[src/hw/rtl/i2cram_pkg.sv]
package i2cram_pkg;

	// Configuration register indexes and reset values
	localparam int unsigned CFG_IDX_W = 2;
	localparam logic [CFG_IDX_W-1:0] CFG_DEV_ADDR   = 2'd0;
	localparam logic [CFG_IDX_W-1:0] CFG_SLOT_TICKS = 2'd1;

	localparam logic [6:0]  DEV_ADDR_RESET   = 7'd81;
	localparam logic [15:0] SLOT_TICKS_RESET = 16'd128;

	// Bus sequencer steps, one delay slot each
	typedef enum logic [4:0] {
		ST_IDLE,
		ST_START_A,   // release SDA
		ST_START_B,   // raise SCL
		ST_START_C,   // pull SDA low: (repeated) START
		ST_START_D,   // drop SCL
		ST_TX_BIT_LO, // SCL low, drive data bit
		ST_TX_BIT_HI, // SCL high
		ST_TX_ACK_LO,
		ST_TX_ACK_REL,
		ST_TX_ACK_HI,
		ST_TX_ACK_END,
		ST_RX_REL,
		ST_RX_LO,
		ST_RX_HI,
		ST_RX_SAMPLE,
		ST_RX_END,
		ST_NACK_REL,
		ST_NACK_HI,
		ST_NACK_LO,
		ST_NACK_END,
		ST_STOP_A,    // SCL and SDA low
		ST_STOP_B,    // raise SCL
		ST_STOP_C     // release SDA: STOP
	} step_t;

	// Which byte the transmit segment is sending
	typedef enum logic [1:0] {
		SEG_DEV,
		SEG_REG,
		SEG_DAT,
		SEG_RD
	} seg_t;

	// Per-tick result word
	typedef struct packed {
		logic       scl;
		logic       sda;
		logic       busy;
		logic       done;
		logic [7:0] read_byte;
	} res_t;

endpackage

[src/hw/rtl/i2cram_seq.sv]
module i2cram_seq import i2cram_pkg::*; (
	input  logic        clk,
	input  logic        arst_n,
	input  logic        tick_en,
	input  logic        go,
	input  logic        func,
	input  logic [7:0]  reg_addr,
	input  logic [7:0]  write_data,
	input  logic        sda_in,
	input  logic [6:0]  dev_addr,
	input  logic [15:0] slot_ticks,
	output res_t        res
);

	step_t       step_q, step_e, step_n;
	seg_t        seg_q, seg_e, seg_n;
	logic [2:0]  bit_q, bit_e, bit_n;
	logic [15:0] slot_q, slot_e, slot_ld, slot_n;
	logic [7:0]  shift_q, shift_e, shift_n;
	logic        func_q, func_e;
	logic [7:0]  reg_q, reg_e;
	logic [7:0]  data_q, data_e;
	logic [7:0]  rcv_q, rcv_n;
	logic        scl_q, scl_n;
	logic        sda_q, sda_n;
	logic        start, active, slot_fire, slot_end, done;
	logic [7:0]  tx_byte;

	// Request latch on a go tick while idle
	assign start   = (step_q == ST_IDLE) && go;
	assign step_e  = start ? ST_START_A : step_q;
	assign seg_e   = start ? SEG_DEV : seg_q;
	assign bit_e   = start ? 3'd0 : bit_q;
	assign slot_e  = start ? 16'd0 : slot_q;
	assign shift_e = start ? 8'd0 : shift_q;
	assign func_e  = start ? func : func_q;
	assign reg_e   = start ? reg_addr : reg_q;
	assign data_e  = start ? write_data : data_q;

	// Slot timer: pin action on the first tick, advance on the last
	assign active    = (step_e != ST_IDLE);
	assign slot_fire = active && (slot_e == 16'd0);
	assign slot_ld   = slot_fire ? ((slot_ticks == 16'd0) ? 16'd1 : slot_ticks) : slot_e;
	assign slot_n    = active ? (slot_ld - 16'd1) : slot_e;
	assign slot_end  = active && (slot_n == 16'd0);

	// Byte on the wire for the current transmit segment
	always_comb begin
		case (seg_e)
			SEG_DEV: tx_byte = {dev_addr, 1'b0};
			SEG_REG: tx_byte = reg_e;
			SEG_DAT: tx_byte = data_e;
			SEG_RD:  tx_byte = {dev_addr, 1'b1};
			default: tx_byte = {dev_addr, 1'b0};
		endcase
	end

	// Pin actions at the start of a slot
	always_comb begin
		scl_n   = scl_q;
		sda_n   = sda_q;
		shift_n = shift_e;
		rcv_n   = rcv_q;
		if (slot_fire) begin
			case (step_e)
				ST_START_A:    sda_n = 1'b1;
				ST_START_B:    scl_n = 1'b1;
				ST_START_C:    sda_n = 1'b0;
				ST_START_D:    scl_n = 1'b0;
				ST_TX_BIT_LO: begin
					scl_n = 1'b0;
					sda_n = tx_byte[~bit_e];
				end
				ST_TX_BIT_HI:  scl_n = 1'b1;
				ST_TX_ACK_LO:  scl_n = 1'b0;
				ST_TX_ACK_REL: sda_n = 1'b1;
				ST_TX_ACK_HI:  scl_n = 1'b1;
				ST_TX_ACK_END: scl_n = 1'b0;
				ST_RX_REL:     sda_n = 1'b1;
				ST_RX_LO:      scl_n = 1'b0;
				ST_RX_HI:      scl_n = 1'b1;
				ST_RX_SAMPLE:  shift_n = {shift_e[6:0], sda_in};
				ST_RX_END: begin
					scl_n = 1'b0;
					rcv_n = shift_e;
				end
				ST_NACK_REL:   sda_n = 1'b1;
				ST_NACK_HI:    scl_n = 1'b1;
				ST_NACK_LO:    scl_n = 1'b0;
				ST_STOP_A: begin
					scl_n = 1'b0;
					sda_n = 1'b0;
				end
				ST_STOP_B:     scl_n = 1'b1;
				ST_STOP_C:     sda_n = 1'b1;
				default: ;
			endcase
		end
	end

	// Step sequencing at the end of a slot
	always_comb begin
		step_n = step_e;
		seg_n  = seg_e;
		bit_n  = bit_e;
		done   = 1'b0;
		if (slot_end) begin
			case (step_e)
				ST_START_A:    step_n = ST_START_B;
				ST_START_B:    step_n = ST_START_C;
				ST_START_C:    step_n = ST_START_D;
				ST_START_D:    step_n = ST_TX_BIT_LO;
				ST_TX_BIT_LO:  step_n = ST_TX_BIT_HI;
				ST_TX_BIT_HI: begin
					if (bit_e == 3'd7) begin
						bit_n  = 3'd0;
						step_n = ST_TX_ACK_LO;
					end else begin
						bit_n  = bit_e + 3'd1;
						step_n = ST_TX_BIT_LO;
					end
				end
				ST_TX_ACK_LO:  step_n = ST_TX_ACK_REL;
				ST_TX_ACK_REL: step_n = ST_TX_ACK_HI;
				ST_TX_ACK_HI:  step_n = ST_TX_ACK_END;
				ST_TX_ACK_END: begin
					case (seg_e)
						SEG_DEV: begin
							seg_n  = SEG_REG;
							step_n = ST_TX_BIT_LO;
						end
						SEG_REG: begin
							// read turns around with a repeated START
							if (func_e) begin
								seg_n  = SEG_RD;
								step_n = ST_START_A;
							end else begin
								seg_n  = SEG_DAT;
								step_n = ST_TX_BIT_LO;
							end
						end
						SEG_DAT: step_n = ST_STOP_A;
						SEG_RD:  step_n = ST_RX_REL;
						default: step_n = ST_IDLE;
					endcase
				end
				ST_RX_REL:     step_n = ST_RX_LO;
				ST_RX_LO:      step_n = ST_RX_HI;
				ST_RX_HI:      step_n = ST_RX_SAMPLE;
				ST_RX_SAMPLE: begin
					if (bit_e == 3'd7) begin
						bit_n  = 3'd0;
						step_n = ST_RX_END;
					end else begin
						bit_n  = bit_e + 3'd1;
						step_n = ST_RX_REL;
					end
				end
				ST_RX_END:     step_n = ST_NACK_REL;
				ST_NACK_REL:   step_n = ST_NACK_HI;
				ST_NACK_HI:    step_n = ST_NACK_LO;
				ST_NACK_LO:    step_n = ST_NACK_END;
				ST_NACK_END:   step_n = ST_STOP_A;
				ST_STOP_A:     step_n = ST_STOP_B;
				ST_STOP_B:     step_n = ST_STOP_C;
				ST_STOP_C: begin
					step_n = ST_IDLE;
					done   = 1'b1;
				end
				default:       step_n = ST_IDLE;
			endcase
		end
	end

	// Control state
	always_ff @(posedge clk or negedge arst_n) begin
		if (!arst_n) begin
			step_q <= ST_IDLE;
			seg_q  <= SEG_DEV;
			bit_q  <= 3'd0;
			slot_q <= 16'd0;
			rcv_q  <= 8'd0;
			scl_q  <= 1'b1;
			sda_q  <= 1'b1;
		end else if (tick_en) begin
			step_q <= step_n;
			seg_q  <= seg_n;
			bit_q  <= bit_n;
			slot_q <= slot_n;
			rcv_q  <= rcv_n;
			scl_q  <= scl_n;
			sda_q  <= sda_n;
		end
	end

	// Request and shift data
	always_ff @(posedge clk) begin
		if (tick_en) begin
			shift_q <= shift_n;
			func_q  <= func_e;
			reg_q   <= reg_e;
			data_q  <= data_e;
		end
	end

	assign res.scl       = scl_n;
	assign res.sda       = sda_n;
	assign res.busy      = (step_n != ST_IDLE);
	assign res.done      = done;
	assign res.read_byte = rcv_n;

endmodule

[src/hw/rtl/i2c_register_access_master_top.sv]
// The result word for a tick is registered and appears in the cycle after the tick word is taken.
// Throughput: one tick word per cycle; the input side keeps taking words while the
// output register drains, and stalls only when a result waits with out_ready low.
// Bus timing is set by slot_ticks ticks per sequencer step (zero acts as one), counted by the slot timer.
// Reset (arst_n low, asynchronous): sequencer idle, its SCL and SDA state released high,
// its received byte zero, device_address 81, slot_ticks 128, output register empty.
module i2c_register_access_master_top import i2cram_pkg::*; (
	input  logic                 clk,
	input  logic                 arst_n,
	// configuration
	input  logic                 cfg_we,
	input  logic [CFG_IDX_W-1:0] cfg_index,
	input  logic [15:0]          cfg_data,
	// tick words in
	input  logic                 in_valid,
	output logic                 in_ready,
	input  logic                 go,
	input  logic                 func,
	input  logic [7:0]           reg_addr,
	input  logic [7:0]           write_data,
	input  logic                 sda_in,
	// result words out
	output logic                 out_valid,
	input  logic                 out_ready,
	output logic                 scl,
	output logic                 sda_out,
	output logic                 busy_res,
	output logic                 done_res,
	output logic [7:0]           read_byte
);

	logic [6:0]  dev_addr_q;
	logic [15:0] slot_ticks_q;
	logic        out_valid_q;
	res_t        res, res_q;
	logic        tick_en;

	// Configuration registers
	always_ff @(posedge clk or negedge arst_n) begin
		if (!arst_n) begin
			dev_addr_q   <= DEV_ADDR_RESET;
			slot_ticks_q <= SLOT_TICKS_RESET;
		end else if (cfg_we) begin
			case (cfg_index)
				CFG_DEV_ADDR:   dev_addr_q   <= cfg_data[6:0];
				CFG_SLOT_TICKS: slot_ticks_q <= cfg_data;
				default: ;
			endcase
		end
	end

	// Take a word whenever the output register is free or draining
	assign in_ready = !out_valid_q || out_ready;
	assign tick_en  = in_valid && in_ready;

	i2cram_seq u_seq (
		.clk        (clk),
		.arst_n     (arst_n),
		.tick_en    (tick_en),
		.go         (go),
		.func       (func),
		.reg_addr   (reg_addr),
		.write_data (write_data),
		.sda_in     (sda_in),
		.dev_addr   (dev_addr_q),
		.slot_ticks (slot_ticks_q),
		.res        (res)
	);

	// Output register
	always_ff @(posedge clk or negedge arst_n) begin
		if (!arst_n) begin
			out_valid_q <= 1'b0;
		end else if (tick_en) begin
			out_valid_q <= 1'b1;
		end else if (out_ready) begin
			out_valid_q <= 1'b0;
		end
	end

	always_ff @(posedge clk) begin
		if (tick_en) begin
			res_q <= res;
		end
	end

	assign out_valid = out_valid_q;
	assign scl       = res_q.scl;
	assign sda_out   = res_q.sda;
	assign busy_res  = res_q.busy;
	assign done_res  = res_q.done;
	assign read_byte = res_q.read_byte;

`ifndef SYNTHESIS
	// every accepted tick yields a result word on the next cycle
	a_tick_result: assert property (@(posedge clk) disable iff (!arst_n)
		tick_en |=> out_valid)
		else $error("accepted tick produced no result word");

	// a finished transaction leaves the bus released and the block idle
	a_done_bus_free: assert property (@(posedge clk) disable iff (!arst_n)
		out_valid && done_res |-> !busy_res && scl && sda_out)
		else $error("done without a released bus");

	// a waiting result word holds until it is taken
	a_out_hold: assert property (@(posedge clk) disable iff (!arst_n)
		out_valid && !out_ready |=> out_valid &&
			$stable({scl, sda_out, busy_res, done_res, read_byte}))
		else $error("result word changed while waiting");
`endif

endmodule

[config.mk]
export PLATFORM = sky130hd
export DESIGN_NAME = i2c_register_access_master_top
export DESIGN_NICKNAME = d
export VERILOG_FILES = /design/src/hw/rtl/i2cram_pkg.sv /design/src/hw/rtl/i2cram_seq.sv /design/src/hw/rtl/i2c_register_access_master_top.sv
export SDC_FILE = /design/constraint.sdc
export NUM_CORES = 1
export LEC_CHECK = 0
export BUFFER_PORTS_ARGS = -buffer_cell sky130_fd_sc_hd__buf_2
export CORE_ASPECT_RATIO = 2
export CORE_MARGIN = 2
export CORE_UTILIZATION = 52
export DETAILED_ROUTE_END_ITERATION = 7
export GPL_ROUTABILITY_DRIVEN = 1
export PLACE_DENSITY_LB_ADDON = 0.25
export SETUP_SLACK_MARGIN = 0.3
export SYNTH_ARGS = -nofsm -noshare
export SYNTH_HDL_FRONTEND = slang
export SYNTH_HIERARCHICAL = 1
export SYNTH_SLANG_ARGS = --single-unit
[constraint.sdc]
create_clock -name clk -period 5.57 [get_ports clk]
set_clock_uncertainty 0.1 [all_clocks]
set_input_delay 1.114 -clock clk [delete_from_list [all_inputs] [get_ports clk]]
set_output_delay 1.114 -clock clk [all_outputs]
set_load 0.1 [all_outputs]
# Word-level counts from Yosys, hierarchy flattened
# Cells that the tools add are included.
dict set report totals {
  out_inout_bits 14
  ff_bits 97
}
dict set report op_classes {
  n_reduce_logical 22
  bitwise 1
  mux 38
  eq_ne 27
  add_sub_neg 2
  n_lt_le_gt_ge 1
}
# operator count
set op_table {}
lappend op_table {{$pmux 5 s21} 1}
lappend op_table {{$mux 16} 4}
lappend op_table {{$mux 8} 7}
lappend op_table {{$logic_not 16->1} 3}
lappend op_table {{$eq 5x4->1 const B} 8}
lappend op_table {{$eq 5x5->1 const B} 7}
lappend op_table {{$pmux 8 s4} 1}
lappend op_table {{$eq 5x3->1 const B} 4}
lappend op_table {{$pmux 5 s4} 1}
lappend op_table {{$mux 3} 6}
lappend op_table {{$sub 16x1->16 const B} 1}
lappend op_table {{$eq 5x2->1 const B} 2}
lappend op_table {{$mux 5} 2}
lappend op_table {{$reduce_bool 5->1} 2}
lappend op_table {{$mux 1} 8}
lappend op_table {{$mux 2} 4}
lappend op_table {{$reduce_or 8->1} 1}
lappend op_table {{$reduce_or 6->1} 1}
lappend op_table {{$eq 5x1->1 const B} 1}
lappend op_table {{$logic_not 5->1} 1}
lappend op_table {{$reduce_or 5->1} 1}
lappend op_table {{$eq 2x1->1 const B} 2}
lappend op_table {{$eq 2x2->1 const B} 2}
lappend op_table {{$logic_and 1x1->1} 4}
lappend op_table {{other kinds (14)} 17}

# Logic depth before layout (Yosys ltp)
dict set report logic_depth {
  word_depth 12
  ltp_mapped 19
  depth_no_buf 14
}

# By module
# The synthesis kept the hierarchy.
# module n_inst area_each_um2 cells_each seq_area_each_um2
set by_module_without_submodules {}
lappend by_module_without_submodules {i2cram_seq 1 4672.0 575 1654.1}
lappend by_module_without_submodules {i2c_register_access_master_top 1 1331.3 65 965.9}

# Worst setup path before layout
# Ideal clock, no wire load.
dict set report synth_path {
  path_type {input-to-reg}
  start {in go}
  end {reg u_seq.step_q[2]}
  n_path_buf 6
  arrival_time_ns 5.234
  stages 18
  path_slack_ns 0.110
  t_required_ns 5.345
  cell_sequence {clkbuf_1 -> nor3b_1 -> nand2_1 -> clkbuf_1 -> clkbuf_1 -> buf_1 -> buf_1 -> buf_1 -> a22oi_1 -> ha_1 -> inv_1 -> o41ai_1 -> o21ai_0 -> nor4_1 -> o211ai_1 -> nor4_2 -> nand4_4 -> mux2_4}
}
dict set report synth_between {
  elab_chain_cells 10
  elab_cells_between_ends 45
  classes_between {add/sub: 1; eq/ne: 25; mux: 12; reduce/logical: 7}
}
# item line
set synth_rtl {}
lappend synth_rtl {{start: declaration} i2c_register_access_master_top.sv:17} ;# input logic go,
lappend synth_rtl {{$logic_and 1x1->1 *} i2cram_seq.sv:30} ;# assign start = (step_q == ST_IDLE) && go;
lappend synth_rtl {{$mux 16 or $mux 5 (tied branches)} {i2cram_seq.sv:34, i2cram_seq.sv:31}}
lappend synth_rtl {{$logic_not 16->1 or $reduce_bool 5->1 (tied branches)} {i2cram_seq.sv:42, i2cram_seq.sv:41}}
lappend synth_rtl {{$logic_and 1x1->1} i2cram_seq.sv:42} ;# assign slot_fire = active && (slot_e == 16'd0);
lappend synth_rtl {{$mux 16} i2cram_seq.sv:43} ;# assign slot_ld = slot_fire ? ((slot_ticks == 16'd0) ? 16'd1 : slot_ticks) : slot_e;
lappend synth_rtl {{$sub 16x1->16} i2cram_seq.sv:44} ;# assign slot_n = active ? (slot_ld - 16'd1) : slot_e;
lappend synth_rtl {{$mux 16} i2cram_seq.sv:44}
lappend synth_rtl {{$logic_not 16->1} i2cram_seq.sv:45} ;# assign slot_end = active && (slot_n == 16'd0);
lappend synth_rtl {{$logic_and 1x1->1} i2cram_seq.sv:45}
lappend synth_rtl {{$mux 5 *} i2cram_seq.sv:107} ;# if (slot_end) begin
lappend synth_rtl {{end signal: assignment} i2cram_seq.sv:186} ;# step_q <= step_n;
lappend synth_rtl {{end: declaration} i2cram_seq.sv:15} ;# step_t step_q, step_e, step_n;
# Every way passes the cells marked *; elsewhere a longest branch is shown, timed or not.
# A chain may end at the register's enable or synchronous reset.

# Final worst setup path
dict set report layout_path {
  start {reg u_seq.step_q[3]}
  end {reg u_seq.step_q[2]}
}
dict set report layout_between {
  elab_chain_cells 11
  elab_cells_between_ends 46
  classes_between {add/sub: 1; eq/ne: 25; mux: 12; reduce/logical: 8}
}
# item line
set layout_rtl {}
lappend layout_rtl {{$logic_not 5->1} i2cram_seq.sv:30}
lappend layout_rtl {{$logic_and 1x1->1} i2cram_seq.sv:30}
lappend layout_rtl {{$mux 16 or $mux 5 (tied branches)} {i2cram_seq.sv:34, i2cram_seq.sv:31}}
lappend layout_rtl {{$logic_not 16->1 or $reduce_bool 5->1 (tied branches)} {i2cram_seq.sv:42, i2cram_seq.sv:41}}
lappend layout_rtl {{$logic_and 1x1->1} i2cram_seq.sv:42}
lappend layout_rtl {{$mux 16} i2cram_seq.sv:43}
lappend layout_rtl {{$sub 16x1->16} i2cram_seq.sv:44}
lappend layout_rtl {{$mux 16} i2cram_seq.sv:44}
lappend layout_rtl {{$logic_not 16->1} i2cram_seq.sv:45}
lappend layout_rtl {{$logic_and 1x1->1} i2cram_seq.sv:45}
lappend layout_rtl {{$mux 5 *} i2cram_seq.sv:107}
# Marked as above.

==> metrics.md <==
| Metric | Value |
|---|---|
| Outcome | finished clean |
| Min Tclk post-route | around 4.8 ns |
| First-pass GRT wire length | approximately 28000 um |
| Max Clock Freq | 210 MHz |
| Top cells by area, synth | dfrtp_1, edfxtp_1, nand2_1 |
| Post-synth EDFFs | 37 |
| Hold Path End | u_seq/sda_q |
| CTS max path bufs | 2 |
| Synth cell types | 77 |
| Clk slew on worst S/H paths | about 0.070 ns |
| Ys async rst share | 61.9% |
| Worst setup EP type | register |
| Hold Path Cell Cnt | 2 |
| Main synth FF type | dfrtp_1 |
| Clk_lat worst skew | 0.34 ns |
| Hold slack final | slightly below 0.4 ns |
| HP Class | reg2reg |
| Setup Fix Bufs, Post-CTS | 0 |
| GP Congestion | roughly 1.0 |
| GRT overflow | 0 |
| Final #Nets | between 700 and 800 |
| GRT met1 Usage | 31.8% |
| Crit path kind | reg2reg |
| DP HPWL | roughly 13000 um |
| I/O Pins | 56 |
| Clock Sink Count | between 90 and 100 |
| Count leader, synth | nand2_1 |
| Number of diodes | 0 |
| Final routed DRC violation total | 0 |
| Via/cell ratio | 6.49 |
| Area of the mapped netlist | approximately 6000 sq um |
| Via count | around 5300 |
| DIE HEIGHT | approximately 160 um |
| # H-tree levels | 3 |
| Max transition margin | about a third |
| Sequential share of the synthesized area | roughly 44% |
| Reg2reg end | u_seq/step_q[2] |
| Initial Util | a little over half |
| Final wirelength | between 15000 and 20000 um |
| Crit path arrival time | 4.87 ns |
| Post-CTS Resized | 0 |
| GRT Total Usage | between 20% and 30% |
| Non-Filler Instances | just over 800 |
| Tot Pwr | approximately 2200 uW |
| Setup violations, final | 0 |
| Met3 Resource Use GR | 3.88% |
| Share of cells above drive strength 1 | approximately a fifth |
| Peak supply drop | roughly 0.25 mV |
| Die Wd | 80.0 um |
| Port buffer count | 55 |
| Setup_tns | 0 ns |
| CTS tree | done |
| Final Slew Violations | 0 |
| Yosys top cell by area | dfrtp_1 |
| Root Driver | clkbuf_16 |
| Post-synth top cells | nand2_1, nor2_1, dfrtp_1 |
| R2r worst-path depth | 12 |
| Row cnt | 55 |
| Drt wl/cell | 21.6 um |
| Worst Setup Start Kind | register |
| Post-synthesis instance total | 640 |
| Synth Area per Inst | 9.38 sq um |
| Data required time at the worst endpoint | between 5 and 6 ns |
| Core footprint | between 10000 and 15000 sq um |
| Cts hold-fix bufs | 0 |
| Leak | 0.00272 uW |
| Initial DRC count | just under 400 |
| Max_cap viols | 0 |
| Hold_sp | u_seq/sda_q |
| Gr busiest metal | met2 |
| Final ANT Viol Nets | 0 |
| RSZ-0062 raised after global routing | no |
| CP max stage cell | dfrtp_1 |
| Final core occ | 58.9% |
| TritonCTS Buffers | 9 |
| Initial antenna violation count | 0 |
| Synth warn | 6 |
| Max incr delay on CP | between 0.6 and 0.7 ns |
| M2 GR Usage | between 50% and 60% |
| #FFs+latches synth | 97 |
| R2r setup slk | 0.82 ns |
| Final hold vios | 0 |
| Die ar. | 12500 sq um |
| Synth top area share | between 20% and 30% |
| Largest net degree at the start of global routing | 61 |
| CP cell instances | nor3_1 -> nand2_1 -> a22oi_1 -> ha_1 -> inv_1 -> o41ai_1 -> o21ai_0 -> nor4_1 -> o211ai_1 -> nor4_2 -> nand4_4 -> mux2_4 |
| Area Overhead vs Synth | 10.8% |
| Crit path max fanout | 22 |
| Post-Place Cells | about 810 |
| Reg2reg start | u_seq/step_q[3] |
| Pwr Density | about 330 nW/um^2 |
| Worst Tran Pin Value | slightly below 1 ns |
| CP startpoint | u_seq/step_q[3] |
| Net count after synthesis | around 700 |
| Drt pass-1 iters | 6 |
| Period utilization | between 80% and 90% |
| Vias in the first global route | about 5400 |
## layer usage
| layer | part of all wire [%] | routed length (um) | up-vias |
|---|---|---|---|
| met5 | 0 | 0 | - |
| met4 | 8.0 | 1420 | 0 |
| met2 | 53 | 9490 | 241 |
| li1 | - | - | 2438 |
| met1 | 34 | 6100 | 2556 |
| met3 | 4.5 | 793 | 97 |
## critical path, delay by kind of cell (launching register included)
family	cells	cell delay [ns]
flip-flops	1	0.64
AO/OA/AOI/OAI	4	0.97
adder cells (fa/ha/maj)	1	0.28
multiplexers	1	0.37
AND/OR/NAND/NOR	5	2.14
buffers and inverters	1	0.14
## power by group
part,switching (uW),internal [uW]
clock,273,336
combinational,378,217
sequential,136,885
total,788,1440
## placed cells by master, fill, tap and decap left out, types with 13 or more instances in the layout
cell and n:
inv_1 14, edfxtp_1 37, nand3_1 13, mux2_2 28, dfrtp_1 54, nand2_1 107
buf_2 55, nor2_1 58, o21ai_0 27, mux2i_1 17, a21oi_1 38, nor3_1 21
## per-stage QoR
step           setup WS [ns]  instance area, sq um
2_1_floorplan          0.374                  6020
3_5_place_dp           0.755                  6360
4_1_cts                0.915                  6650
3_3_place_gp           0.843                  6360
5_1_grt                0.427                  6650
6_report               0.819                  6650
## flip-flops by register name (all words and copies together) (netlist names)
signal         flops
u_seq/seg_q        2
scl                1
busy_res           1
u_seq/rcv_q        8
slot_ticks_q      16
out_valid          1
u_seq/reg_q        8
sda_out            1
done_res           1
u_seq/scl_q        1
u_seq/func_q       1
u_seq/bit_q        3
read_byte          8
u_seq/shift_q      8
u_seq/step_q       5
u_seq/sda_q        1
u_seq/data_q       8
dev_addr_q         7
u_seq/slot_q      16
## how the worst max path moves through the flow
stage / endpoint / slack, ns / cells after the start
6_report: u_seq/step_q[2] / 0.82 / 12
5_1_grt: u_seq/step_q[4] / 0.43 / 12
4_1_cts: u_seq/step_q[2] / 0.92 / 12
3_5_place_dp: u_seq/step_q[2] / 0.76 / 13
3_3_place_gp: u_seq/step_q[4] / 0.84 / 13
2_1_floorplan: u_seq/step_q[2] / 0.37 / 18
## cell families (layout without fill, tap and decap cells)
logic type               count (synthesis)  in the layout  share of synthesized area [%]
buffers and inverters                   57             97                           4.21
flip-flops                              97             97                           43.6
multiplexers                            57             57                           11.1
XOR/XNOR                                 4              4                          0.584
adder cells (fa/ha/maj)                  3              3                          0.625
AND/OR/NAND/NOR                        263            263                           21.6
AO/OA/AOI/OAI                          159            159                           18.2
## area by class of cell
class	count	area (sq um)
Clock inverter	4	32.5
Fill cell	1033	4640
Tap cell	142	178
Multi-Input combinational cell	486	3140
Sequential cell	97	2620
Timing Repair Buffer	67	365
Clock buffer	12	258
Inverter	14	52.6
Note: power is estimated with default switching activity, not from simulation.
